$ cat src/sv/u8cp_pkg.sv
package u8cp_pkg;

  localparam int unsigned ByteW      = 8;
  localparam int unsigned CodeW      = 21;
  localparam int unsigned IndexBitsD = 17;
  localparam int unsigned OutDataW   = ((CodeW + 7) / 8) * 8;

  localparam logic [7:0] LeadMask1 = 8'h7f;
  localparam logic [7:0] LeadMask2 = 8'he0;
  localparam logic [7:0] LeadTag2  = 8'hc0;
  localparam logic [7:0] LeadMask3 = 8'hf0;
  localparam logic [7:0] LeadTag3  = 8'he0;
  localparam logic [7:0] ContMask  = 8'h3f;
  localparam logic [7:0] Bits2Mask = 8'h1f;
  localparam logic [7:0] Bits3Mask = 8'h0f;
  localparam logic [7:0] Bits4Mask = 8'h07;

  typedef struct packed {
    logic             emit;
    logic             found;
    logic [CodeW-1:0] code_point;
  } result_t;

endpackage

$ cat src/sv/u8cp_step.sv
module u8cp_step #(
  parameter int unsigned INDEX_BITS = u8cp_pkg::IndexBitsD
) (
  input  logic [u8cp_pkg::ByteW-1:0] text_byte_i,
  input  logic                       query_start_i,
  input  logic [INDEX_BITS-1:0]      char_index_i,
  input  logic                       active_i,
  input  logic [1:0]                 bytes_left_i,
  input  logic [u8cp_pkg::CodeW-1:0] accum_i,
  input  logic [INDEX_BITS-1:0]      chars_done_i,
  input  logic [INDEX_BITS-1:0]      target_i,
  output logic                       active_o,
  output logic [1:0]                 bytes_left_o,
  output logic [u8cp_pkg::CodeW-1:0] accum_o,
  output logic [INDEX_BITS-1:0]      chars_done_o,
  output logic [INDEX_BITS-1:0]      target_o,
  output u8cp_pkg::result_t          result_o
);

  always_comb begin
    logic                       act;
    logic [1:0]                 bl;
    logic [u8cp_pkg::CodeW-1:0] acc;
    logic [INDEX_BITS-1:0]      cd;
    logic [INDEX_BITS-1:0]      tp;
    logic [7:0]                 b;

    b   = text_byte_i;
    act = active_i;
    bl  = bytes_left_i;
    acc = accum_i;
    cd  = chars_done_i;
    tp  = target_i;
    result_o = '0;

    if (query_start_i) begin
      bl  = '0;
      acc = '0;
      cd  = '0;
      tp  = char_index_i;
      act = ~char_index_i[INDEX_BITS-1];
      if (char_index_i[INDEX_BITS-1]) begin
        result_o.emit = 1'b1;
      end
    end

    if (act) begin
      if (bl == 2'd0) begin
        if ((b & ~u8cp_pkg::LeadMask1) == 8'h00) begin
          acc = u8cp_pkg::CodeW'(b);
          bl  = 2'd0;
        end else if ((b & u8cp_pkg::LeadMask2) == u8cp_pkg::LeadTag2) begin
          acc = u8cp_pkg::CodeW'(b & u8cp_pkg::Bits2Mask);
          bl  = 2'd1;
        end else if ((b & u8cp_pkg::LeadMask3) == u8cp_pkg::LeadTag3) begin
          acc = u8cp_pkg::CodeW'(b & u8cp_pkg::Bits3Mask);
          bl  = 2'd2;
        end else begin
          acc = u8cp_pkg::CodeW'(b & u8cp_pkg::Bits4Mask);
          bl  = 2'd3;
        end
      end else begin
        acc = {acc[u8cp_pkg::CodeW-7:0], b[5:0] & u8cp_pkg::ContMask[5:0]};
        bl  = bl - 2'd1;
      end

      if (bl == 2'd0) begin
        if (cd == tp) begin
          act = 1'b0;
          result_o.emit       = 1'b1;
          result_o.found      = 1'b1;
          result_o.code_point = acc;
        end else if (acc == '0) begin
          act = 1'b0;
          result_o.emit = 1'b1;
        end else begin
          cd = cd + INDEX_BITS'(1);
        end
      end
    end

    active_o     = act;
    bytes_left_o = bl;
    accum_o      = acc;
    chars_done_o = cd;
    target_o     = tp;
  end

endmodule

$ cat src/sv/utf8_code_point_at_index_core.sv
// Finds the code point at a character index of a zero-terminated UTF-8 string
// fed one byte per transfer; the first byte of a query has tuser set and
// carries the index. Each byte is registered, decoded in one pass against the
// running state and the answer lands in the output register, so a byte can be
// taken every cycle while the output is free or being drained. Exactly one result
// follows each query that reaches its index, a zero before it, or a negative
// index; other bytes give none, and bytes after an answer are dropped until the
// next query start.
module utf8_code_point_at_index_core #(
  parameter int unsigned INDEX_BITS = u8cp_pkg::IndexBitsD
) (
  input  logic clk_i,
  input  logic rst_ni,
  input  logic s_axis_tvalid_i,
  output logic s_axis_tready_o,
  // text_byte [7:0], char_index [8 +: INDEX_BITS], zero padding
  input  logic [((u8cp_pkg::ByteW + INDEX_BITS + 7) / 8) * 8 - 1:0] s_axis_tdata_i,
  // query_start
  input  logic s_axis_tuser_i,
  output logic m_axis_tvalid_o,
  input  logic m_axis_tready_i,
  // code_point [20:0], zero padding
  output logic [u8cp_pkg::OutDataW-1:0] m_axis_tdata_o,
  // found
  output logic m_axis_tuser_o
);

  localparam int unsigned OutPad = u8cp_pkg::OutDataW - u8cp_pkg::CodeW;

  logic                       in_valid_q;
  logic [u8cp_pkg::ByteW-1:0] byte_q;
  logic                       start_q;
  logic [INDEX_BITS-1:0]      index_q;

  logic                       active_q, active_d;
  logic [1:0]                 bytes_left_q, bytes_left_d;
  logic [u8cp_pkg::CodeW-1:0] accum_q, accum_d;
  logic [INDEX_BITS-1:0]      chars_done_q, chars_done_d;
  logic [INDEX_BITS-1:0]      target_q, target_d;

  logic                       out_valid_q;
  logic                       found_q;
  logic [u8cp_pkg::CodeW-1:0] code_q;

  u8cp_pkg::result_t res;
  logic              advance;
  logic              fire;

  assign advance         = ~out_valid_q | m_axis_tready_i;
  assign fire            = in_valid_q & advance;
  assign s_axis_tready_o = ~in_valid_q | advance;

  u8cp_step #(.INDEX_BITS(INDEX_BITS)) u_step (
    .text_byte_i   (byte_q),
    .query_start_i (start_q),
    .char_index_i  (index_q),
    .active_i      (active_q),
    .bytes_left_i  (bytes_left_q),
    .accum_i       (accum_q),
    .chars_done_i  (chars_done_q),
    .target_i      (target_q),
    .active_o      (active_d),
    .bytes_left_o  (bytes_left_d),
    .accum_o       (accum_d),
    .chars_done_o  (chars_done_d),
    .target_o      (target_d),
    .result_o      (res)
  );

  always_ff @(posedge clk_i or negedge rst_ni) begin
    if (!rst_ni) begin
      in_valid_q   <= 1'b0;
      active_q     <= 1'b0;
      bytes_left_q <= '0;
      accum_q      <= '0;
      chars_done_q <= '0;
      target_q     <= '0;
      out_valid_q  <= 1'b0;
    end else begin
      if (s_axis_tready_o) begin
        in_valid_q <= s_axis_tvalid_i;
      end
      if (fire) begin
        active_q     <= active_d;
        bytes_left_q <= bytes_left_d;
        accum_q      <= accum_d;
        chars_done_q <= chars_done_d;
        target_q     <= target_d;
        out_valid_q  <= res.emit;
      end else if (m_axis_tready_i) begin
        out_valid_q <= 1'b0;
      end
    end
  end

  always_ff @(posedge clk_i) begin
    if (s_axis_tready_o && s_axis_tvalid_i) begin
      byte_q  <= s_axis_tdata_i[u8cp_pkg::ByteW-1:0];
      start_q <= s_axis_tuser_i;
      index_q <= s_axis_tdata_i[u8cp_pkg::ByteW +: INDEX_BITS];
    end
    if (fire && res.emit) begin
      found_q <= res.found;
      code_q  <= res.code_point;
    end
  end

  assign m_axis_tvalid_o = out_valid_q;
  assign m_axis_tuser_o  = found_q;
  assign m_axis_tdata_o  = {{OutPad{1'b0}}, code_q};

  a_notfound_zero : assert property (@(posedge clk_i) disable iff (!rst_ni)
    m_axis_tvalid_o && !m_axis_tuser_o |-> code_q == '0)
    else $error("not-found result carries a nonzero code point");

  a_bytes_need_active : assert property (@(posedge clk_i) disable iff (!rst_ni)
    bytes_left_q != 2'd0 |-> active_q)
    else $error("continuation bytes pending while idle");

  a_stall_cause : assert property (@(posedge clk_i) disable iff (!rst_ni)
    !s_axis_tready_o |-> in_valid_q && out_valid_q && !m_axis_tready_i)
    else $error("input stalled without a blocked result");

  a_neg_index : assert property (@(posedge clk_i) disable iff (!rst_ni)
    fire && start_q && index_q[INDEX_BITS-1] |=> out_valid_q && !found_q && !active_q)
    else $error("negative index did not answer not-found");

endmodule

$ cat config.mk
export PLATFORM = sky130hd
export DESIGN_NAME = utf8_code_point_at_index_core
export DESIGN_NICKNAME = d
export VERILOG_FILES = /design/src/sv/u8cp_pkg.sv /design/src/sv/u8cp_step.sv /design/src/sv/utf8_code_point_at_index_core.sv
export SDC_FILE = /design/constraint.sdc
export NUM_CORES = 1
export LEC_CHECK = 0
export BUFFER_PORTS_ARGS = -buffer_cell sky130_fd_sc_hd__buf_2
export CAP_MARGIN = 25
export CORE_MARGIN = 2
export CORE_UTILIZATION = 50
export CTS_BUF_LIST = sky130_fd_sc_hd__clkbuf_8
export DETAILED_ROUTE_END_ITERATION = 10
export PLACE_DENSITY_LB_ADDON = 0.12
export SKIP_CTS_REPAIR_TIMING = 1
export SLEW_MARGIN = 15
export SYNTH_ARGS = -nofsm -noshare
export SYNTH_HDL_FRONTEND = slang
export SYNTH_HIERARCHICAL = 1
export SYNTH_SLANG_ARGS = --single-unit
$ cat constraint.sdc
create_clock -name clk_i -period 3.8 [get_ports clk_i]
set_input_delay 0.57 -clock clk_i [delete_from_list [all_inputs] [get_ports clk_i]]
set_output_delay 0.57 -clock clk_i [all_outputs]
set_load 0.01 [all_outputs]
==> report_table.html, run 1 <==
<table>
<tr><th>Metric</th><th>Value</th></tr>
<tr><th colspan="2">Floorplanning</th></tr>
<tr><td>I/O pins</td><td>64</td></tr>
<tr><td>Placeable core area</td><td>10400 um2</td></tr>
<tr><td>Die Y</td><td>108 um</td></tr>
<tr><td>Area of the die</td><td>11600 um2</td></tr>
<tr><td>Number of standard-cell rows in the floorplan</td><td>37</td></tr>
<tr><td>Initial Utilization</td><td>0.517</td></tr>
<tr><td>Die X</td><td>108 um</td></tr>
<tr><th colspan="2">Cells and area</th></tr>
<tr><td>Layout cell share with drive strength beyond 1</td><td>0.306</td></tr>
<tr><td>ANT cells</td><td>0</td></tr>
<tr><td>Growth of design area from synthesis to finish</td><td>10.6%</td></tr>
<tr><td>Filler cells</td><td>896</td></tr>
<tr><td>Nets</td><td>537</td></tr>
<tr><td>Area of all placed cells without fillers</td><td>5960 um2</td></tr>
<tr><th colspan="2">Pwr</th></tr>
<tr><td>Switching pwr</td><td>784 uW</td></tr>
<tr><td>Leakage</td><td>0.00252 uW</td></tr>
<tr><td>Share of power burned in registers</td><td>0.517</td></tr>
<tr><td>Pint</td><td>1910 uW</td></tr>
<tr><td>Switching part of the total power</td><td>0.291</td></tr>
<tr><td>Power share of the clock group</td><td>0.283</td></tr>
<tr><td>Maximum VDD drop</td><td>0.271 mV</td></tr>
<tr><td>Power density relative to cell area</td><td>453 nW/um2</td></tr>
<tr><td>Share of power burned in combinational logic</td><td>0.201</td></tr>
<tr><th colspan="2">Worst setup path</th></tr>
<tr><td>Critical path data arrival time</td><td>3.28 ns</td></tr>
<tr><td>Critical Path End Type</td><td>flop</td></tr>
<tr><td>Peak fanout along the critical path</td><td>20</td></tr>
<tr><td>List of cells traversed by the critical path</td><td>buf_4 -&gt; o21bai_1 -&gt; mux2i_1 -&gt; nand3_1 -&gt; o31ai_4 -&gt; nor3_1 -&gt; mux2_1 -&gt; mux2_4</td></tr>
<tr><td>Cell with the largest stage delay on the worst path</td><td>o31ai_4</td></tr>
<tr><td>Startpoint-to-endpoint class of the critical path</td><td>reg -&gt; reg</td></tr>
<tr><td>Data required time at the worst endpoint</td><td>4.07 ns</td></tr>
<tr><td>Delay of the slowest critical-path stage</td><td>0.51 ns</td></tr>
<tr><td>CP startpoint kind</td><td>flop</td></tr>
<tr><th colspan="2">Detailed routing</th></tr>
<tr><td>Count of unresolved DRC violations after routing</td><td>0</td></tr>
<tr><td>DRT iter0 DRCs</td><td>132</td></tr>
<tr><td>Vias</td><td>3666</td></tr>
<tr><td>Routed wire per std cell</td><td>16.8 um</td></tr>
<tr><td>Iteration count of the initial detailed-routing pass</td><td>4</td></tr>
<tr><td>Routed wire length</td><td>10.8 mm</td></tr>
<tr><td>Number of nets with antenna violations after routing</td><td>0</td></tr>
<tr><td>DR vias/cell</td><td>5.73</td></tr>
<tr><th colspan="2">CTS</th></tr>
<tr><td>Cell at the root of the clock tree</td><td>clkbuf_8</td></tr>
<tr><td>Clock transition at the registers of the reported paths</td><td>0.10 ns</td></tr>
<tr><td>Skew-Pair Late Insertion Delay</td><td>0.37 ns</td></tr>
<tr><td>Bufs on Longest Clock Path</td><td>2</td></tr>
<tr><td>Clock tree from TritonCTS</td><td>done</td></tr>
<tr><td>CTS buffer count</td><td>9</td></tr>
<tr><td>Max H-tree Level</td><td>3</td></tr>
<tr><td># clock sinks</td><td>102</td></tr>
<tr><th colspan="2">Synthesis</th></tr>
<tr><td>Synth Area per Inst</td><td>11.9 um2</td></tr>
<tr><td>Yosys warning count</td><td>6</td></tr>
<tr><td>Count of mapped cells out of synthesis</td><td>454</td></tr>
<tr><td>Post-synthesis instance area</td><td>5390 um2</td></tr>
<tr><th colspan="2">Worst hold path</th></tr>
<tr><td>Worst min-delay path class</td><td>in -&gt; async</td></tr>
<tr><th colspan="2">Flow run</th></tr>
<tr><td>Max-cap check violation count</td><td>0</td></tr>
<tr><th colspan="2">Place</th></tr>
<tr><td>Routability Congestion</td><td>0.792</td></tr>
<tr><td>Pre-CTS setup slack</td><td>0.836 ns</td></tr>
<tr><td>DP HPWL</td><td>7.44 mm</td></tr>
<tr><td>Port bufs</td><td>53</td></tr>
<tr><td>Placement-stage cell area</td><td>5740 um2</td></tr>
<tr><th colspan="2">STA</th></tr>
<tr><td>Number of hold violations in the final report</td><td>0</td></tr>
<tr><td>Tightest Pin Transition</td><td>0.842 ns</td></tr>
<tr><td>Count of final max-slew check failures</td><td>0</td></tr>
<tr><td>Final setup skew</td><td>0.0138 ns</td></tr>
<tr><td>Final critical delay including setup and external delays</td><td>3.02 ns</td></tr>
<tr><td>Fmax achieved</td><td>331 MHz</td></tr>
<tr><td>Headroom to the max-slew limit</td><td>0.439</td></tr>
<tr><td>Number of setup violations in the final report</td><td>0</td></tr>
<tr><td>Final setup TNS</td><td>0 ns</td></tr>
<tr><td>Min setup slack post-route</td><td>0.782 ns</td></tr>
<tr><td>Unrepaired setup endpoints after global routing</td><td>no</td></tr>
<tr><td>Portion of the clock cycle consumed by the worst path in the final layout</td><td>0.794</td></tr>
<tr><th colspan="2">Status</th></tr>
<tr><td>Status</td><td>completed</td></tr>
<tr><th colspan="2">Global routing</th></tr>
<tr><td>Global-route wire length before repair</td><td>17.7 mm</td></tr>
<tr><td>Pin count of the biggest net entering global routing</td><td>53</td></tr>
<tr><td>Number of global-route vias before repair</td><td>3507</td></tr>
<tr><td>Total gr overflow</td><td>0</td></tr>
<tr><td>Total track usage</td><td>0.198</td></tr>
<tr><td>Antenna violations before repair</td><td>0</td></tr>
</table>
[per-stage QoR]
stage / power [uW] / cells / hold WS [ns] / utilization
floorplan: 1820 / 456 / 0.274 / -
CTS: 2720 / 640 / 0.250 / 0.572
global placement: 1940 / 623 / 0.489 / 0.550
detailed placement: 1960 / 624 / 0.495 / 0.551
global route: 2840 / 640 / 0.273 / 0.572
finish: 2700 / 640 / 0.235 / 0.572
[sequential cells by signal (all words and copies together) (netlist names), 2 cells and up]
register,cells
byte_q,8
accum_q,15
index_q,17
code_q,21
bytes_left_q,2
target_q,17
chars_done_q,17
[area by class of cell]
cell class                      instances  area [um2]  area share
Sequential cell                       102        2790       0.468
Multi-Input combinational cell        309        2370       0.397
Timing Repair Buffer                   62         353      0.0592
Tap cell                              136         170      0.0285
Clock buffer                            9         124      0.0208
Clock inverter                          7        97.6      0.0164
Inverter                               15        56.3     0.00944
[critical path, delay by kind of cell, from the launching register on]
kind | cells | cell delay, ns
mux | 3 | 1.02
compound gates | 2 | 0.73
flops | 1 | 0.48
simple gates | 2 | 0.39
buf+inv | 1 | 0.29
[final timing paths]
kind,from,end,slack [ns],depth (start not counted)
max,start_q$_DFFE_PP_,chars_done_q[12]$_DFFE_PN0P_,0.78,8
min,rst_ni,accum_q[9]$_DFFE_PN0P_,0.23,1
max reg2reg,start_q$_DFFE_PP_,chars_done_q[12]$_DFFE_PN0P_,0.78,8
min reg2reg,target_q[14]$_DFFE_PN0P_,target_q[14]$_DFFE_PN0P_,0.52,1
max in group asynchronous,rst_ni,chars_done_q[6]$_DFFE_PN0P_,2.71,2
min in group clk_i,s_axis_tdata_i[16],index_q[8]$_DFFE_PP_,0.37,1
[routing by layer]
| metal | vias up | wire length [um] | global-route usage |
|---|---|---|---|
| met5 | - | 0 | 0 |
| met2 | 90 | 5050 | 0.299 |
| met3 | 21 | 432 | 0.0266 |
| met1 | 1807 | 5090 | 0.287 |
| li1 | 1748 | - | - |
| met4 | 0 | 207 | 0.0806 |
[power by group through the flow]
stage	registers (uW)	clock network, uW	logic, uW
after global placement	1410	0	526
after CTS	1390	785	545
final	1390	763	541
after global routing	1420	823	596
after floorplan	1380	0	434
after detailed placement	1420	0	543
[placed cells by master, fill, tap and decap left out, types with 13 or more instances in the layout]
cell type   n
nor2b_1    13
nand3_1    17
nor2_1     13
inv_1      15
mux2_4     21
buf_2      53
nand2_1    32
mux2_2     41
and3_1     22
a21oi_1    15
dfrtp_1    54
o21ai_0    16
edfxtp_1   48
No activity file was read; power rests on OpenSTA's default activity.
==> run 2: changes to the inputs <==
==> constraint.sdc (replaced) <==
create_clock -name clk_i -period 2.9 [get_ports clk_i]
set_input_delay 0.435 -clock clk_i [delete_from_list [all_inputs] [get_ports clk_i]]
set_output_delay 0.435 -clock clk_i [all_outputs]
set_load 0.01 [all_outputs]
==> report_table.html, run 2 (synthesis results as in run 1) <==
<table>
<tr><th>Metric</th><th>Value</th></tr>
<tr><th colspan="2">Status</th></tr>
<tr><td>Status</td><td>completed</td></tr>
<tr><th colspan="2">STA</th></tr>
<tr><td>Final setup TNS</td><td>0 ns (unchanged)</td></tr>
<tr><td>Headroom to the max-slew limit</td><td>0.430 (-0.00867)</td></tr>
<tr><td>Final critical delay including setup and external delays</td><td>2.74 ns (-0.276 ns)</td></tr>
<tr><td>Number of setup violations in the final report</td><td>0 (unchanged)</td></tr>
<tr><td>Portion of the clock cycle consumed by the worst path in the final layout</td><td>0.946 (+0.151)</td></tr>
<tr><td>Tightest Pin Transition</td><td>0.855 ns (+0.0130 ns)</td></tr>
<tr><td>Number of hold violations in the final report</td><td>0 (unchanged)</td></tr>
<tr><td>Final setup skew</td><td>0.0141 ns (+0.000325 ns)</td></tr>
<tr><td>Unrepaired setup endpoints after global routing</td><td>no</td></tr>
<tr><td>Min setup slack post-route</td><td>0.158 ns (-0.624 ns)</td></tr>
<tr><td>Count of final max-slew check failures</td><td>0 (unchanged)</td></tr>
<tr><td>Fmax achieved</td><td>365 MHz (+10%)</td></tr>
<tr><th colspan="2">Worst setup path</th></tr>
<tr><td>Startpoint-to-endpoint class of the critical path</td><td>reg -&gt; reg</td></tr>
<tr><td>Data required time at the worst endpoint</td><td>3.16 ns (-0.91 ns)</td></tr>
<tr><td>Cell with the largest stage delay on the worst path</td><td>or4_1</td></tr>
<tr><td>Critical Path End Type</td><td>flop</td></tr>
<tr><td>Peak fanout along the critical path</td><td>8 (-60%)</td></tr>
<tr><td>List of cells traversed by the critical path</td><td>or4_1 -&gt; o41ai_1 -&gt; buf_4 -&gt; nand3_1 -&gt; o31ai_4 -&gt; buf_4 -&gt; nor3_1 -&gt; mux2_1 -&gt; mux2_4</td></tr>
<tr><td>Worst reg2reg path startpoint</td><td>accum_q[9]$_DFFE_PN0P_</td></tr>
<tr><td>Delay of the slowest critical-path stage</td><td>0.52 ns (about the same)</td></tr>
<tr><td>Most used cell along the critical path</td><td>buf_4</td></tr>
<tr><td>CP startpoint kind</td><td>flop</td></tr>
<tr><td>Kind of cell adding the most delay to the critical path</td><td>simple AND/OR/NAND/NOR gates</td></tr>
<tr><td>Critical path data arrival time</td><td>3.00 ns (-0.28 ns)</td></tr>
<tr><td>Startpoint of the most critical setup path</td><td>accum_q[9]$_DFFE_PN0P_</td></tr>
<tr><td>Buffers &amp; Inverters on Critical Path</td><td>2 (+1)</td></tr>
<tr><th colspan="2">CTS</th></tr>
<tr><td>Bufs on Longest Clock Path</td><td>2 (unchanged)</td></tr>
<tr><td>Clock transition at the registers of the reported paths</td><td>0.10 ns (about the same)</td></tr>
<tr><td>Max H-tree Level</td><td>3 (unchanged)</td></tr>
<tr><td>Skew-Pair Late Insertion Delay</td><td>0.37 ns (about the same)</td></tr>
<tr><td>CTS buffer count</td><td>9 (unchanged)</td></tr>
<tr><td># clock sinks</td><td>102 (unchanged)</td></tr>
<tr><td>Cell at the root of the clock tree</td><td>clkbuf_8</td></tr>
<tr><td>Clock tree from TritonCTS</td><td>done</td></tr>
<tr><th colspan="2">Detailed routing</th></tr>
<tr><td>Routed wire length</td><td>11.1 mm (+2.9%)</td></tr>
<tr><td>Routed wire per std cell</td><td>16.7 um (-0.97%)</td></tr>
<tr><td>Vias</td><td>3826 (+4.4%)</td></tr>
<tr><td>Met2 Routed Length</td><td>4.94 mm (-2.2%)</td></tr>
<tr><td>Highest metal used</td><td>met4</td></tr>
<tr><td>Met3 wire len</td><td>625 um (+45%)</td></tr>
<tr><td>DR vias/cell</td><td>5.75 (+0.44%)</td></tr>
<tr><td>Number of nets with antenna violations after routing</td><td>0 (unchanged)</td></tr>
<tr><td>Count of unresolved DRC violations after routing</td><td>0 (unchanged)</td></tr>
<tr><td>DRT iter0 DRCs</td><td>305 (+130%)</td></tr>
<tr><td>Iteration count of the initial detailed-routing pass</td><td>5 (+1)</td></tr>
<tr><td>DRT met1 WL</td><td>5.33 mm (+4.6%)</td></tr>
<tr><th colspan="2">Global routing</th></tr>
<tr><td>Number of global-route vias before repair</td><td>3578 (+2.0%)</td></tr>
<tr><td>Global-route wire length before repair</td><td>18.4 mm (+3.5%)</td></tr>
<tr><td>Total track usage</td><td>0.206 (+0.00856)</td></tr>
<tr><td>Total gr overflow</td><td>0 (unchanged)</td></tr>
<tr><td>Pin count of the biggest net entering global routing</td><td>55 (+3.8%)</td></tr>
<tr><td>Antenna violations before repair</td><td>0 (unchanged)</td></tr>
<tr><th colspan="2">Floorplanning</th></tr>
<tr><td>Area of the die</td><td>11600 um2 (unchanged)</td></tr>
<tr><td>Number of standard-cell rows in the floorplan</td><td>37 (unchanged)</td></tr>
<tr><td>Die Y</td><td>108 um (unchanged)</td></tr>
<tr><td>Placeable core area</td><td>10400 um2 (unchanged)</td></tr>
<tr><td>I/O pins</td><td>64 (unchanged)</td></tr>
<tr><td>Initial Utilization</td><td>0.517 (unchanged)</td></tr>
<tr><td>Die X</td><td>108 um (unchanged)</td></tr>
<tr><th colspan="2">Place</th></tr>
<tr><td>Port bufs</td><td>53 (unchanged)</td></tr>
<tr><td>Pre-CTS setup slack</td><td>0.123 ns (-0.712 ns)</td></tr>
<tr><td>Routability Congestion</td><td>0.854 (+7.8%)</td></tr>
<tr><td>DP HPWL</td><td>7.76 mm (+4.2%)</td></tr>
<tr><th colspan="2">Pwr</th></tr>
<tr><td>Leakage</td><td>0.00263 uW (+4.4%)</td></tr>
<tr><td>Total chip power</td><td>3510 uW (+30%)</td></tr>
<tr><td>Power density relative to cell area</td><td>572 nW/um2 (+26%)</td></tr>
<tr><td>Maximum VDD drop</td><td>0.304 mV (+12%)</td></tr>
<tr><th colspan="2">Cells and area</th></tr>
<tr><td>Area of combinational cells with multiple inputs</td><td>2370 um2 (+0.21%)</td></tr>
<tr><td>Most frequent standard cell in the layout excluding fill and tap cells</td><td>dfrtp_1</td></tr>
<tr><td>ANT cells</td><td>0 (unchanged)</td></tr>
<tr><td>Filler cells</td><td>864 (-3.6%)</td></tr>
<tr><td>Largest reg by FF count</td><td>code_q</td></tr>
<tr><td>Growth of design area from synthesis to finish</td><td>13.8%</td></tr>
<tr><td>Layout cell share with drive strength beyond 1</td><td>0.340 (+0.0347)</td></tr>
<tr><td>Nets</td><td>562 (+4.7%)</td></tr>
<tr><td>Commonest non-fill, non-tap cells in the layout</td><td>dfrtp_1, buf_2, edfxtp_1, mux2_2</td></tr>
<tr><td>FF+latch area</td><td>2790 um2 (unchanged)</td></tr>
<tr><td>Largest register FFs</td><td>21 (unchanged)</td></tr>
<tr><th colspan="2">Worst hold path</th></tr>
<tr><td>Worst min-delay path class</td><td>in -&gt; async</td></tr>
<tr><th colspan="2">Flow run</th></tr>
<tr><td>Max-cap check violation count</td><td>0 (unchanged)</td></tr>
</table>
==> run 2: through the flow <==
stage	util	cells	cell area (um2)	hold slack (ns)
floorplan	-	456	5410	0.139
global placement	0.569	647	5920	0.490
detailed placement	0.569	647	5920	0.498
CTS	0.588	663	6120	0.220
global route	0.589	665	6140	0.212
finish	0.589	665	6140	0.197
==> run 2: area by class of cell <==
cell class,count,share of cell area
clock buffer,9,0.0202
clock inverter,7,0.0120
inverter,15,0.00918
multi-input combinational,309,0.387
sequential,102,0.455
tap,136,0.0277
timing repair buffer,87,0.0889
==> run 2: path summary, 6_finish.rpt <==
| check | endpoint | slack [ns] | cells after the start |
|---|---|---|---|
| worst max-delay path | chars_done_q[12]$_DFFE_PN0P_ | 0.16 | 9 |
| worst min-delay path | chars_done_q[6]$_DFFE_PN0P_ | 0.20 | 2 |
| worst max register to register | chars_done_q[12]$_DFFE_PN0P_ | 0.16 | 9 |
| worst min register to register | target_q[14]$_DFFE_PN0P_ | 0.52 | 1 |
| max in group asynchronous | in_valid_q$_DFFE_PN0P_ | 2.21 | 2 |
| min in group clk_i | index_q[15]$_DFFE_PP_ | 0.24 | 1 |
==> run 2: worst register-to-register path, stage by stage, from the launching register on <==
cell     delay (ns)
dfrtp_1        0.42
or4_1          0.52
o41ai_1        0.28
buf_4          0.16
nand3_1        0.17
o31ai_4        0.26
buf_4          0.19
nor3_1         0.07
mux2_1         0.31
mux2_4         0.26
==> run 2: layer usage <==
metal  vias up  track usage
met5         -            0
met4         0       0.0733
met3        17       0.0393
met2       130        0.302
met1      1878        0.305
li1       1801            -
==> run 2: report_power, final <==
| group | switching (uW) | internal, uW | leakage (uW) |
|---|---|---|---|
| Combinational | 405 | 399 | 0.00137 |
| Sequential | 135 | 1680 | 0.00116 |
| Clock | 495 | 404 | 0.0000990 |
| Total | 1030 | 2480 | 0.00263 |
==> run 3: changes to the inputs <==
--- a/config.mk
+++ b/config.mk
@@ -5,12 +5,12 @@
 export SDC_FILE = /design/constraint.sdc
 export NUM_CORES = 1
 export LEC_CHECK = 0
-export BUFFER_PORTS_ARGS = -buffer_cell sky130_fd_sc_hd__buf_2
 export CAP_MARGIN = 25
 export CORE_MARGIN = 2
 export CORE_UTILIZATION = 50
 export CTS_BUF_LIST = sky130_fd_sc_hd__clkbuf_8
 export DETAILED_ROUTE_END_ITERATION = 10
+export DONT_BUFFER_PORTS = 1
 export PLACE_DENSITY_LB_ADDON = 0.12
 export SKIP_CTS_REPAIR_TIMING = 1
 export SLEW_MARGIN = 15
==> report_table.html, run 3 (synthesis results as in run 1) <==
<table>
<tr><th>Metric</th><th>Value</th></tr>
<tr><th colspan="2">Status</th></tr>
<tr><td>Status</td><td>completed</td></tr>
<tr><th colspan="2">Cells and area</th></tr>
<tr><td>Final Core Density</td><td>0.567 (-0.0225)</td></tr>
<tr><td>Largest register FFs</td><td>21 (unchanged)</td></tr>
<tr><td>ANT cells</td><td>0 (unchanged)</td></tr>
<tr><td>Commonest non-fill, non-tap cells in the layout</td><td>dfrtp_1, edfxtp_1, mux2_2, nand2_1, buf_4</td></tr>
<tr><td>Nets</td><td>508 (-9.6%)</td></tr>
<tr><td>Growth of design area from synthesis to finish</td><td>9.49%</td></tr>
<tr><td>Largest reg by FF count</td><td>code_q</td></tr>
<tr><td>Layout cell share with drive strength beyond 1</td><td>0.267 (-0.0729)</td></tr>
<tr><td>Filler cells</td><td>883 (+2.2%)</td></tr>
<tr><td>Area of all placed cells without fillers</td><td>5900 um2 (-3.8%)</td></tr>
<tr><td>Most frequent standard cell in the layout excluding fill and tap cells</td><td>dfrtp_1</td></tr>
<tr><td>Area of combinational cells with multiple inputs</td><td>2400 um2 (+1.2%)</td></tr>
<tr><td>FF+latch area</td><td>2790 um2 (unchanged)</td></tr>
<tr><th colspan="2">Global routing</th></tr>
<tr><td>Pin count of the biggest net entering global routing</td><td>55 (unchanged)</td></tr>
<tr><td>Total gr overflow</td><td>0 (unchanged)</td></tr>
<tr><td>GR Util met2</td><td>0.288 (-0.0139)</td></tr>
<tr><td>Global-route wire length before repair</td><td>17.7 mm (-3.6%)</td></tr>
<tr><td>Antenna violations before repair</td><td>0 (unchanged)</td></tr>
<tr><td>Number of global-route vias before repair</td><td>3331 (-6.9%)</td></tr>
<tr><td>Met1 capacity usage during global routing</td><td>0.304 (-0.000670)</td></tr>
<tr><td>Total track usage</td><td>0.200 (-0.00620)</td></tr>
<tr><td>Met3 Track Usage GR</td><td>0.0387 (-0.000605)</td></tr>
<tr><td>Layer with the highest usage after global routing</td><td>met1</td></tr>
<tr><th colspan="2">Worst setup path</th></tr>
<tr><td>List of cells traversed by the critical path</td><td>or4_1 -&gt; o41ai_4 -&gt; buf_4 -&gt; nand3_2 -&gt; o31ai_4 -&gt; buf_4 -&gt; nor3_1 -&gt; mux2_1 -&gt; mux2_4</td></tr>
<tr><td>Delay of the slowest critical-path stage</td><td>0.59 ns (+0.07 ns)</td></tr>
<tr><td>Worst reg2reg path startpoint</td><td>accum_q[9]$_DFFE_PN0P_</td></tr>
<tr><td>Startpoint-to-endpoint class of the critical path</td><td>reg -&gt; reg</td></tr>
<tr><td>Kind of cell adding the most delay to the critical path</td><td>simple AND/OR/NAND/NOR gates</td></tr>
<tr><td>Data required time at the worst endpoint</td><td>3.16 ns (about the same)</td></tr>
<tr><td>Cell with the largest stage delay on the worst path</td><td>or4_1</td></tr>
<tr><td>Worst reg-to-reg setup slack</td><td>0.14 ns (-0.02 ns)</td></tr>
<tr><td>Number of cells on the worst reg-to-reg path</td><td>9 (unchanged)</td></tr>
<tr><td>Critical path data arrival time</td><td>3.03 ns (+0.03 ns)</td></tr>
<tr><td>Buffers &amp; Inverters on Critical Path</td><td>2 (unchanged)</td></tr>
<tr><td>Most used cell along the critical path</td><td>buf_4</td></tr>
<tr><td>Peak fanout along the critical path</td><td>6 (-2)</td></tr>
<tr><td>CP startpoint kind</td><td>flop</td></tr>
<tr><td>Endpoint of the lowest-slack register-to-register path</td><td>chars_done_q[12]$_DFFE_PN0P_</td></tr>
<tr><td>Critical Path End Type</td><td>flop</td></tr>
<tr><th colspan="2">CTS</th></tr>
<tr><td>Skew-Pair Late Insertion Delay</td><td>0.38 ns (about the same)</td></tr>
<tr><td>Clock tree from TritonCTS</td><td>done</td></tr>
<tr><td># clock sinks</td><td>102 (unchanged)</td></tr>
<tr><td>Max H-tree Level</td><td>3 (unchanged)</td></tr>
<tr><td>Bufs on Longest Clock Path</td><td>2 (unchanged)</td></tr>
<tr><td>Cell at the root of the clock tree</td><td>clkbuf_8</td></tr>
<tr><td>Clock transition at the registers of the reported paths</td><td>0.09 ns (about the same)</td></tr>
<tr><td>CTS buffer count</td><td>9 (unchanged)</td></tr>
<tr><th colspan="2">Detailed routing</th></tr>
<tr><td>DRT iter0 DRCs</td><td>191 (-37%)</td></tr>
<tr><td>Count of unresolved DRC violations after routing</td><td>0 (unchanged)</td></tr>
<tr><td>DR vias/cell</td><td>5.88 (+2.1%)</td></tr>
<tr><td>Number of nets with antenna violations after routing</td><td>0 (unchanged)</td></tr>
<tr><td>Routed wire length</td><td>11.0 mm (-0.69%)</td></tr>
<tr><td>Routed wire per std cell</td><td>18.0 um (+8.1%)</td></tr>
<tr><td>Iteration count of the initial detailed-routing pass</td><td>5 (unchanged)</td></tr>
<tr><td>Vias</td><td>3590 (-6.2%)</td></tr>
<tr><th colspan="2">STA</th></tr>
<tr><td>Final critical delay including setup and external delays</td><td>2.76 ns (+0.0211 ns)</td></tr>
<tr><td>Count of final max-slew check failures</td><td>0 (unchanged)</td></tr>
<tr><td>Number of setup violations in the final report</td><td>0 (unchanged)</td></tr>
<tr><td>Fmax achieved</td><td>362 MHz (-0.76%)</td></tr>
<tr><td>Unrepaired setup endpoints after global routing</td><td>no</td></tr>
<tr><td>Portion of the clock cycle consumed by the worst path in the final layout</td><td>0.953 (+0.00726)</td></tr>
<tr><td>Final setup skew</td><td>0.0145 ns (+0.000346 ns)</td></tr>
<tr><td>Number of hold violations in the final report</td><td>0 (unchanged)</td></tr>
<tr><td>Final setup TNS</td><td>0 ns (unchanged)</td></tr>
<tr><td>Headroom to the max-slew limit</td><td>0.433 (+0.00331)</td></tr>
<tr><td>Tightest Pin Transition</td><td>0.850 ns (-0.00496 ns)</td></tr>
<tr><th colspan="2">Floorplanning</th></tr>
<tr><td>I/O pins</td><td>64 (unchanged)</td></tr>
<tr><td>Number of standard-cell rows in the floorplan</td><td>37 (unchanged)</td></tr>
<tr><td>Initial Utilization</td><td>0.517 (unchanged)</td></tr>
<tr><td>Die X</td><td>108 um (unchanged)</td></tr>
<tr><td>Placeable core area</td><td>10400 um2 (unchanged)</td></tr>
<tr><td>Die Y</td><td>108 um (unchanged)</td></tr>
<tr><td>Area of the die</td><td>11600 um2 (unchanged)</td></tr>
<tr><th colspan="2">Worst hold path</th></tr>
<tr><td>Cell depth of the worst min-delay path</td><td>0</td></tr>
<tr><td>Min-delay src</td><td>s_axis_tdata_i[19]</td></tr>
<tr><td>Worst min-delay path class</td><td>in -&gt; reg</td></tr>
<tr><td>Worst hold path endpoint</td><td>index_q[11]$_DFFE_PP_</td></tr>
<tr><th colspan="2">Pwr</th></tr>
<tr><td>Leakage</td><td>0.00245 uW (-7.1%)</td></tr>
<tr><td>Power density relative to cell area</td><td>595 nW/um2 (+3.9%)</td></tr>
<tr><td>Maximum VDD drop</td><td>0.322 mV (+5.7%)</td></tr>
<tr><th colspan="2">Place</th></tr>
<tr><td>Routability Congestion</td><td>0.893 (+4.5%)</td></tr>
<tr><td>Port bufs</td><td>0 (-100%)</td></tr>
<tr><td>Placement-stage cell area</td><td>5610 um2 (-5.3%)</td></tr>
<tr><td>DP HPWL</td><td>7.59 mm (-2.1%)</td></tr>
<tr><th colspan="2">Flow run</th></tr>
<tr><td>Max-cap check violation count</td><td>0 (unchanged)</td></tr>
</table>
-- run 3: how the worst max path moves through the flow --
| stage | start | end | slack [ns] | cells past startpoint |
|---|---|---|---|---|
| after floorplan | index_q[2]$_DFFE_PP_ | code_q[0]$_DFFE_PP_ | 0.07 | 9 |
| after global placement | accum_q[9]$_DFFE_PN0P_ | chars_done_q[12]$_DFFE_PN0P_ | -0.04 | 8 |
| after detailed placement | accum_q[9]$_DFFE_PN0P_ | chars_done_q[12]$_DFFE_PN0P_ | -0.05 | 8 |
| after CTS | accum_q[9]$_DFFE_PN0P_ | chars_done_q[12]$_DFFE_PN0P_ | -0.09 | 8 |
| after global routing | accum_q[9]$_DFFE_PN0P_ | chars_done_q[12]$_DFFE_PN0P_ | 0.03 | 9 |
| final | accum_q[9]$_DFFE_PN0P_ | chars_done_q[12]$_DFFE_PN0P_ | 0.14 | 9 |
-- run 3: final cells by class --
class                   count  area share
clock buffers              10      0.0233
clock inverters             6      0.0102
inverters                  15     0.00954
multi-input cells         309       0.407
flip-flops and latches    102       0.473
well taps                 136      0.0288
repair buffers             33      0.0479
-- run 3: metrics by stage --
stage	std cells	worst slack [ns]	hold WS [ns]	total power, uW
2_1_floorplan	456	0.0701	0.139	2380
3_3_place_gp	589	-0.0365	0.142	2560
4_1_cts	605	-0.0916	-0.271	3490
6_report	611	0.137	0.151	3510
3_5_place_dp	589	-0.0538	0.142	2580
5_1_grt	611	0.0294	0.127	3680
-- run 3: report_power, final --
group,total (uW),switching [uW],internal [uW]
Combinational,783,401,382
Sequential,1820,141,1680
Clock,911,489,422
-- run 3: per-layer routing --
metal,wire length (um),vias up
li1,-,1702
met1,5550,1779
met2,4840,101
met3,518,8
met4,110,0
met5,0,-
